==> src/hdl/dam_pkg.sv <==
// shared constants, types and hash function for the dram address map unit
`default_nettype none

package dam_pkg;

  localparam int ADDR_BITS      = 35;
  localparam int ROW_WIDTH      = 16;
  localparam int BANK_WIDTH     = 3;
  localparam int ROW_LSB        = 15;
  localparam int RAW_BANK_LSB   = 10;
  localparam int DEVICE_LSB     = ROW_LSB + ROW_WIDTH;
  localparam int DEVICE_BITS    = 4;
  localparam int COL_BITS       = 9;
  localparam int SUBPART_BIT    = 5;
  localparam int RAW_BANK_COUNT = 1 << BANK_WIDTH;
  localparam int CFG_IDX_BITS   = 2;

  localparam logic [ADDR_BITS-1:0] MASK_LOW_RST  = ADDR_BITS'(64'h6e574400);
  localparam logic [ADDR_BITS-1:0] MASK_MID_RST  = ADDR_BITS'(64'h39722800);
  localparam logic [ADDR_BITS-1:0] MASK_HIGH_RST = ADDR_BITS'(64'h4b9c1000);
  localparam logic [ADDR_BITS-1:0] MASK_CHAN_RST = ADDR_BITS'(64'hffff2400);

  typedef enum logic [CFG_IDX_BITS-1:0] {
    CFG_BANK_MASK_LOW  = 2'd0,
    CFG_BANK_MASK_MID  = 2'd1,
    CFG_BANK_MASK_HIGH = 2'd2,
    CFG_CHANNEL_MASK   = 2'd3
  } cfg_idx_e;

  typedef struct packed {
    logic [ADDR_BITS-1:0] low;
    logic [ADDR_BITS-1:0] mid;
    logic [ADDR_BITS-1:0] high;
    logic [ADDR_BITS-1:0] chan;
  } hash_masks_t;

  typedef struct packed {
    logic [BANK_WIDTH-1:0] bank;
    logic                  chan;
  } hash_t;

  typedef struct packed {
    logic                 valid;
    logic [ADDR_BITS-1:0] addr;
  } neighbor_t;

  function automatic hash_t addr_hash(input logic [ADDR_BITS-1:0] a, input hash_masks_t m);
    hash_t h;
    h.bank = {^(a & m.high), ^(a & m.mid), ^(a & m.low)};
    h.chan = ^(a & m.chan);
    return h;
  endfunction

endpackage

`default_nettype wire

==> src/hdl/dam_row_search.sv <==
// same-bank, same-channel search over the raw bank values of one target row
`default_nettype none

module dam_row_search import dam_pkg::*; (
  input  logic [ADDR_BITS-1:0] addr_i,
  input  logic [ROW_WIDTH-1:0] row_i,
  input  logic                 row_ok_i,
  input  hash_masks_t          masks_i,
  output neighbor_t            result_o
);

  logic [ADDR_BITS-1:0] base;
  hash_t                want_h;
  hash_t                base_h;
  logic [RAW_BANK_COUNT-1:0] hit;

  always_comb begin
    base = addr_i;
    base[ROW_LSB +: ROW_WIDTH] = row_i;
    base[RAW_BANK_LSB +: BANK_WIDTH] = '0;
    want_h = addr_hash(addr_i, masks_i);
    base_h = addr_hash(base, masks_i);
  end

  // hash is linear: hash(base | off) = hash(base) ^ hash(off)
  always_comb begin
    logic [ADDR_BITS-1:0] off;
    hit = '0;
    for (int i = 0; i < RAW_BANK_COUNT; i++) begin
      off = ADDR_BITS'(i) << RAW_BANK_LSB;
      hit[i] = (hash_t'(base_h ^ addr_hash(off, masks_i)) == want_h);
    end
  end

  // lowest raw bank that matches wins
  always_comb begin
    logic [BANK_WIDTH-1:0] pick;
    logic                  found;
    pick  = '0;
    found = 1'b0;
    for (int i = RAW_BANK_COUNT - 1; i >= 0; i--) begin
      if (hit[i]) begin
        pick  = BANK_WIDTH'(i);
        found = 1'b1;
      end
    end
    result_o.valid = found && row_ok_i;
    result_o.addr  = '0;
    if (found && row_ok_i) begin
      result_o.addr = base;
      result_o.addr[RAW_BANK_LSB +: BANK_WIDTH] = pick;
    end
  end

endmodule

`default_nettype wire

==> src/hdl/dram_address_map_neighbor_row_unit.sv <==
// an accepted address is held in the input register, and done_o beats once the result register is loaded
// throughput: one address per cycle, busy_o is never raised
// the path from the input register to the result register is the neighbor search
// (eight hash compares per direction on the 35-bit address)
// reset clears the input and output valid flags and loads the default hash masks
`default_nettype none

module dram_address_map_neighbor_row_unit import dam_pkg::*; (
  input  logic                    clk_i,
  input  logic                    rst_ni,
  input  logic                    start_i,
  output logic                    busy_o,
  output logic                    done_o,
  input  logic                    cfg_we_i,
  input  logic [CFG_IDX_BITS-1:0] cfg_index_i,
  input  logic [ADDR_BITS-1:0]    cfg_data_i,
  input  logic [ADDR_BITS-1:0]    phys_address_i,
  output logic [ROW_WIDTH-1:0]    row_index_o,
  output logic [COL_BITS-1:0]     column_index_o,
  output logic [BANK_WIDTH-1:0]   bank_index_o,
  output logic                    channel_index_o,
  output logic                    subpartition_bit_o,
  output logic [DEVICE_BITS-1:0]  device_index_o,
  output logic [ADDR_BITS-1:0]    above_address_o,
  output logic                    above_valid_o,
  output logic [ADDR_BITS-1:0]    below_address_o,
  output logic                    below_valid_o
);

  hash_masks_t          masks_q;
  logic                 in_valid_q;
  logic [ADDR_BITS-1:0] addr_q;
  logic                 out_valid_q;

  logic [ROW_WIDTH-1:0] row;
  logic [ROW_WIDTH-1:0] row_up;
  logic [ROW_WIDTH-1:0] row_dn;
  hash_t                own_h;
  neighbor_t            above;
  neighbor_t            below;

  logic [ROW_WIDTH-1:0]   row_q;
  logic [COL_BITS-1:0]    col_q;
  hash_t                  hash_q;
  logic                   subpart_q;
  logic [DEVICE_BITS-1:0] device_q;
  neighbor_t              above_q;
  neighbor_t              below_q;

  assign busy_o = 1'b0;

  always_ff @(posedge clk_i or negedge rst_ni) begin
    if (!rst_ni) begin
      masks_q.low  <= MASK_LOW_RST;
      masks_q.mid  <= MASK_MID_RST;
      masks_q.high <= MASK_HIGH_RST;
      masks_q.chan <= MASK_CHAN_RST;
    end else if (cfg_we_i) begin
      unique case (cfg_idx_e'(cfg_index_i))
        CFG_BANK_MASK_LOW:  masks_q.low  <= cfg_data_i;
        CFG_BANK_MASK_MID:  masks_q.mid  <= cfg_data_i;
        CFG_BANK_MASK_HIGH: masks_q.high <= cfg_data_i;
        CFG_CHANNEL_MASK:   masks_q.chan <= cfg_data_i;
        default: ;
      endcase
    end
  end

  always_ff @(posedge clk_i or negedge rst_ni) begin
    if (!rst_ni) begin
      in_valid_q  <= 1'b0;
      out_valid_q <= 1'b0;
    end else begin
      in_valid_q  <= start_i && !busy_o;
      out_valid_q <= in_valid_q;
    end
  end

  always_ff @(posedge clk_i) begin
    if (start_i && !busy_o) begin
      addr_q <= phys_address_i;
    end
  end

  assign row    = addr_q[ROW_LSB +: ROW_WIDTH];
  assign row_up = row + ROW_WIDTH'(1);
  assign row_dn = row - ROW_WIDTH'(1);
  assign own_h  = addr_hash(addr_q, masks_q);

  dam_row_search u_search_above (
    .addr_i   (addr_q),
    .row_i    (row_up),
    .row_ok_i (row != '1),
    .masks_i  (masks_q),
    .result_o (above)
  );

  dam_row_search u_search_below (
    .addr_i   (addr_q),
    .row_i    (row_dn),
    .row_ok_i (row != '0),
    .masks_i  (masks_q),
    .result_o (below)
  );

  always_ff @(posedge clk_i) begin
    if (in_valid_q) begin
      row_q     <= row;
      col_q     <= {addr_q[14:13], addr_q[9:6], addr_q[4:2]};
      hash_q    <= own_h;
      subpart_q <= addr_q[SUBPART_BIT];
      device_q  <= addr_q[DEVICE_LSB +: DEVICE_BITS];
      above_q   <= above;
      below_q   <= below;
    end
  end

  assign done_o             = out_valid_q;
  assign row_index_o        = row_q;
  assign column_index_o     = col_q;
  assign bank_index_o       = hash_q.bank;
  assign channel_index_o    = hash_q.chan;
  assign subpartition_bit_o = subpart_q;
  assign device_index_o     = device_q;
  assign above_address_o    = above_q.addr;
  assign above_valid_o      = above_q.valid;
  assign below_address_o    = below_q.addr;
  assign below_valid_o      = below_q.valid;

  a_done_follows_start: assert property (@(posedge clk_i) disable iff (!rst_ni)
    done_o |-> $past(start_i, 2))
    else $error("result beat without an accepted address");

  a_above_row: assert property (@(posedge clk_i) disable iff (!rst_ni)
    (done_o && above_valid_o) |->
      (above_address_o[ROW_LSB +: ROW_WIDTH] == ROW_WIDTH'(row_index_o + ROW_WIDTH'(1))))
    else $error("above neighbor not in the next row");

  a_below_row: assert property (@(posedge clk_i) disable iff (!rst_ni)
    (done_o && below_valid_o) |->
      (below_address_o[ROW_LSB +: ROW_WIDTH] == ROW_WIDTH'(row_index_o - ROW_WIDTH'(1))))
    else $error("below neighbor not in the previous row");

  a_invalid_zero: assert property (@(posedge clk_i) disable iff (!rst_ni)
    done_o |-> ((above_valid_o || above_address_o == '0) &&
                (below_valid_o || below_address_o == '0)))
    else $error("invalid neighbor carries a nonzero address");

  a_edge_rows: assert property (@(posedge clk_i) disable iff (!rst_ni)
    done_o |-> (!(above_valid_o && row_index_o == '1) && !(below_valid_o && row_index_o == '0)))
    else $error("neighbor reported past the row limit");

endmodule

`default_nettype wire
==> config.mk <==
export PLATFORM = sky130hd
export DESIGN_NAME = dram_address_map_neighbor_row_unit
export DESIGN_NICKNAME = d
export VERILOG_FILES = /design/src/hdl/dam_pkg.sv /design/src/hdl/dam_row_search.sv /design/src/hdl/dram_address_map_neighbor_row_unit.sv
export SDC_FILE = /design/constraint.sdc
export NUM_CORES = 1
export LEC_CHECK = 0
export ABC_CLOCK_PERIOD_IN_PS = 4900
export BUFFER_PORTS_ARGS = -buffer_cell sky130_fd_sc_hd__buf_2
export CORE_MARGIN = 5
export CORE_UTILIZATION = 35
export CTS_CLUSTER_DIAMETER = 100
export DETAILED_ROUTE_END_ITERATION = 10
export PLACE_DENSITY = 0.54
export SETUP_SLACK_MARGIN = 0.2
export SYNTH_ARGS = -nofsm -noshare
export SYNTH_HDL_FRONTEND = slang
export SYNTH_SLANG_ARGS = --single-unit
==> constraint.sdc <==
create_clock -name clk_i -period 4.9 [get_ports clk_i]
set_clock_uncertainty 0.05 [all_clocks]
set_input_delay 0.245 -clock clk_i [delete_from_list [all_inputs] [get_ports clk_i]]
set_output_delay 0.245 -clock clk_i [all_outputs]
set_load 0.1 [all_outputs]
# Word level (Yosys, flattened, before mapping)
# Index checks and enable logic that the tools add are counted.
# op_classes
add_sub_neg	2
multipliers	0
n_div	0
n_lt_le_gt_ge	0
n_eq_ne	20
shift	0
muxes	30
bitwise_logic	28
reduce_logical	54
# op_table
cell	count
parity 35 bit	40
bitwise AND 35 bit	12
== test 4 bit	16
bitwise XOR 4 bit	14
two-way mux 3 bit	8
two-way mux 1 bit	18
adder 16 x 1 -> 16 bit, second input constant	1
!= test 16 bit, second input constant	1
nonzero test 16 bit	1
subtractor 16 x 1 -> 16 bit, second input constant	1
OR reduction 5 bit	2
two-way mux 2 bit	4
AND reduction 2 bit	4
OR reduction 3 bit	2
== test 2 bit, second input constant	2
OR reduction 2 bit	2
== test 2 x 1 -> 1 bit, second input constant	1
logical AND 1 bit	2
logical NOT 2 bit	1
inverter 1 bit	2
# word_totals
register_bits	283
latchBits	0
ram_bits	0
rom_bits	0
input_bits	76
word_cells	157
n_memories	0

# Longest topological paths before layout
# depth
ltp_word	16
ltp_mapped	19
mapped_depth_nobuf	15

# Hierarchy
# Synthesis repeated with hierarchy kept, for this count alone.
# hier_totals
hier_cells	1656
hier_area_um2	18272.5
# by_module_without_submodules
module	n_inst	cells_each	area_per_inst_um2
dram_address_map_neighbor_row_unit	1	806	11877.6
dam_row_search at u_search_above	1	425	3199.3
dam_row_search at u_search_below	1	425	3195.6

# Worst setup path after synthesis
# No wires, ideal clock.
# synth_path
path_kind	reg2reg
from	register addr_q[15]
to	register below_q (netlist bit below_address_o[31]), data pin
setup_time_ns	0.131
t_arrival_ns	4.514
required_time_ns	4.719
setup_slack_ns	0.204
stages_incl_launch_ff	18
n_path_buf	2
cell_sequence	edfxtp_1 buf_2 inv_1 ha_1 or4b_4 nor4_1 o21ai_0 xor2_1 xnor2_1 xnor3_2 xnor3_1 xnor2_1 or4b_1 o31a_1 nor2b_4 a31oi_4 buf_4 and2_1
# synth_rtl
item	line	text
start, declared	dram_address_map_neighbor_row_unit.sv:32	logic [ADDR_BITS-1:0] addr_q;
start signal, assigned	dram_address_map_neighbor_row_unit.sv:81	addr_q <= phys_address_i;
end signal, assigned	dram_address_map_neighbor_row_unit.sv:114	below_q <= below;
end, declared	dram_address_map_neighbor_row_unit.sv:48	neighbor_t below_q;

# Final worst setup path
# layout_path
from	register addr_q[15]
to	register below_q (netlist bit below_address_o[21]), data pin
# layout_between
elab_chain_cells	14
elab_cells_between_ends	42
cone_classes	1 x add/sub; 8 x eq/ne; 8 x mux; 15 x bitwise; 10 x reduce/logical
# layout_lines
item	line	text
subtractor 16 x 1 -> 16 bit *	dram_address_map_neighbor_row_unit.sv:87	assign row_dn = row - ROW_WIDTH'(1);
named net row_dn[0]	dram_address_map_neighbor_row_unit.sv:37	logic [ROW_WIDTH-1:0] row_dn;
bitwise AND 35 bit, on equally long branches	dam_pkg.sv:50, dam_pkg.sv:49	
parity 35 bit, on equally long branches	dam_pkg.sv:50, dam_pkg.sv:49	
bitwise XOR 4 bit	dam_row_search.sv:31	hit[i] = (hash_t'(base_h ^ addr_hash(off, masks_i)) == want_h);
== test 4 bit	dam_row_search.sv:31	
two-way mux 1 bit (7 in a row)	dam_row_search.sv:42	if (hit[i]) begin
two-way mux 1 bit *	dam_row_search.sv:42	
logical AND 1 bit *	dam_row_search.sv:49	if (found && row_ok_i) begin
# The timed path passes the listed nets; every way through them passes the cells marked *.
# A chain may end at the register's enable or synchronous reset.

==> flow_summary_export.csv <==
group,metric,value,unit
critical_path,required,5.27,ns
grt,grt_pass1_wl,76400,µm
critical_path,start_kind,"flop",
clocking,cts_sinks,283,
timing,max_freq,209,MHz
placed_design,dp_hpwl,37700,µm
grt,antenna_found_initial,1,
clocking,h-tree-depth,2,
min_path,min_path_cells,2,
timing,post-route-period-util,97.8,%
critical_path,endpoint_kind,"flop",
clocking,cts_root_buf,"clkbuf_16",
detailed_routing,ant_nets,0,
synthesis,synth.distinct_cells,78,
placed_design,portBuffers,182,
detailed_routing,drt-total-wl,52200,µm
synthesis,synthArstFlopShare,50.2,%
synthesis,synth_area,16200,µm²
critical_path,cp.arrival,5.16,ns
timing,tightest_slew,0.924,ns
timing,slew_headroom,38.4,%
timing,finalMaxSlewViolations,0,
clocking,path_clk_slew,0.06,ns
critical_path,crit_path_max_fanout,8,
detailed_routing,vias_per_cell,4.89,
detailed_routing,firstDrtPassIters,5,
floorplanning,dieArea,50600,µm²
detailed_routing,drt_first_iter_violations,754,
clocking,clock_path_buffers,3,
timing,fin_crit,4.79,ns
min_path,hp-class,"input port to flop",
synthesis,ys_seq_area_share,48.6,%
synthesis,syn-instance-count,1306,
grt,grt_pass1_vias,11638,
clocking,clk_latency,0.56,ns
floorplanning,io_pins,184,
floorplanning,rows,78,
critical_path,path_class,"flop to flop",
final_layout,nets,1791,
detailed_routing,drc_errors,0,
grt,grt_max_degree,74,
critical_path,r2r_slack,0.11,ns
placed_design,place_congestion,0.930,
placed_design,dp_slack,-0.133,ns
final_layout,num_antenna_cells,0,
synthesis,ys_top_cells_by_area,"edfxtp_1 26%, dfrtp_1 14%, xnor2_1 10%, mux2_2 9.9%, dfstp_2 8.0%",
final_layout,fin_util,47.0,%
timing,setup_ws,0.110,ns
timing,holdWs,0.174,ns
synthesis,ys_warn_count,0,
grt,grt_overflow,0,
final_layout,layout-drive-gt1-share,41.5,%
detailed_routing,num_vias,11451,
floorplanning,chipHeight,225,µm
synthesis,synth_seq_cells,283,
synthesis,syn_nets,1385,
run,cap_viol_max_count,0,
floorplanning,dieWidth,225,µm
floorplanning,coreArea,45500,µm²
floorplanning,initial_core_util,35.5,%
clocking,numCtsBuffers,36,
grt,grt_usage,20.1,%
status,run_status,"completed",
synthesis,ys.flop_type,"edfxtp_1",
timing,hold_viol,0,
synthesis,synth_edf_count,141,
timing,setup_viol,0,
synthesis,avgSynthCellArea,12.4,µm²
critical_path,worstRegToRegCells,19,
timing,rsz0062_at_grt,"yes",
detailed_routing,wl_per_cell,22.3,µm
final_layout,area_growth,32.2,%
synthesis,synth_top_area_share,26.2,%
clocking,cts_tree,"done",
synthesis,synth_top_area_cell,"edfxtp_1",
[critical path, stage by stage, from the launching register on]
cell,delay [ns]
edfxtp_1,0.42
inv_2,0.11
buf_4,0.11
buf_4,0.15
ha_4,0.24
buf_4,0.17
nor2b_2,0.15
xnor2_2,0.14
xnor3_1,0.29
xnor3_2,0.45
xnor3_2,0.52
xor2_2,0.22
xor2_1,0.19
or4b_1,0.50
o31a_1,0.13
nor2b_4,0.14
a31oi_4,0.21
buf_6,0.17
buf_16,0.15
and2_4,0.13
[per-stage QoR]
stage | cell area, µm² | setup TNS, ns | instances
after global placement | 18600 | -0.183 | 2164
after detailed placement | 18600 | -0.145 | 2164
after floorplan | 16200 | 0 | 1306
after global routing | 21400 | -0.0312 | 2340
final | 21400 | 0 | 2340
after CTS | 21000 | 0 | 2328
[final timing paths]
kind,to,from
worst max register to register,below_address_o[21],addr_q[15]
max in group asynchronous,masks_q[111],rst_ni
worst max-delay path,below_address_o[21],addr_q[15]
worst min register to register,masks_q[42],masks_q[42]
worst min-delay path,in_valid_q,start_i
min in group asynchronous,masks_q[126],rst_ni
[layout by cell type, fill, tap and decap left out, types with 13 or more instances in the layout]
master           n
and2_1          33
nand2_1        208
clkbuf_16       37
dfrtp_1         92
and2_4          17
xor2_1          65
buf_4          150
edfxtp_1       141
dlygate4sd3_1   71
xnor3_1         25
mux2_2         142
xnor2_2         17
nor2b_1         22
xnor3_2         17
nor3_1          13
nor2_1          14
buf_2          181
o21ai_0         23
xnor2_1        175
dfstp_2         49
[logic make-up after synthesis]
kind of cell / share of synthesized area, %
multiplexers: 10.6
AND/OR/NAND/NOR: 13.1
AO/OA/AOI/OAI: 3.62
buffers and inverters: 1.92
XOR/XNOR: 21.9
other: 0.0232
flip-flops: 48.6
adder cells (fa/ha/maj): 0.232
[final cells by class]
type | count | area (µm²)
clock inverters | 16 | 243
multi-input cells | 959 | 8440
flip-flops and latches | 283 | 7850
clock buffers | 50 | 1000
inverters | 12 | 45.0
repair buffers | 420 | 3020
well taps | 600 | 751
fillers | 4225 | 24100
[cell usage after synthesis (9+ instances only)]
library cell and n:
nand2_1 210, xnor2_1 190, mux2_2 142, edfxtp_1 141, dfrtp_1 93, xor2_1 71, and2_1 50, dfstp_2 49
xnor3_1 34, o21ai_0 29, clkbuf_1 26, nor2b_1 25, nor3_1 18, buf_2 14, nor2_1 14, o21a_1 12
inv_1 11, mux2i_1 11, nand4_1 10, nand2b_1 9, nand3_1 9, nor4_2 9
[layer usage]
metal  part of all wire [%]  GRT usage [%]
met1                     46           28.6
met2                     48           33.2
met3                    4.8           2.66
met4                    1.6           4.30
met5                      0              0
[repair_timing]
item,in CTS,in global routing
hold buffers,71,0
endpoints found under the setup margin,66,69
resized for setup,47,60
setup buffers,26,11
gates cloned,1,1
pin swaps,31,21
hold endpoints to repair,212,0
[sequential cells by signal, indices dropped and copies added (netlist names), 3 cells and up]
name,count
masks_q,140
above_address_o,35
addr_q,35
below_address_o,35
row_index_o,16
column_index_o,9
device_index_o,4
bank_index_o,3
Power is left out: the tool's default activity adds up to more than one toggle a clock period on the data nets, which glitch-free logic cannot reach.
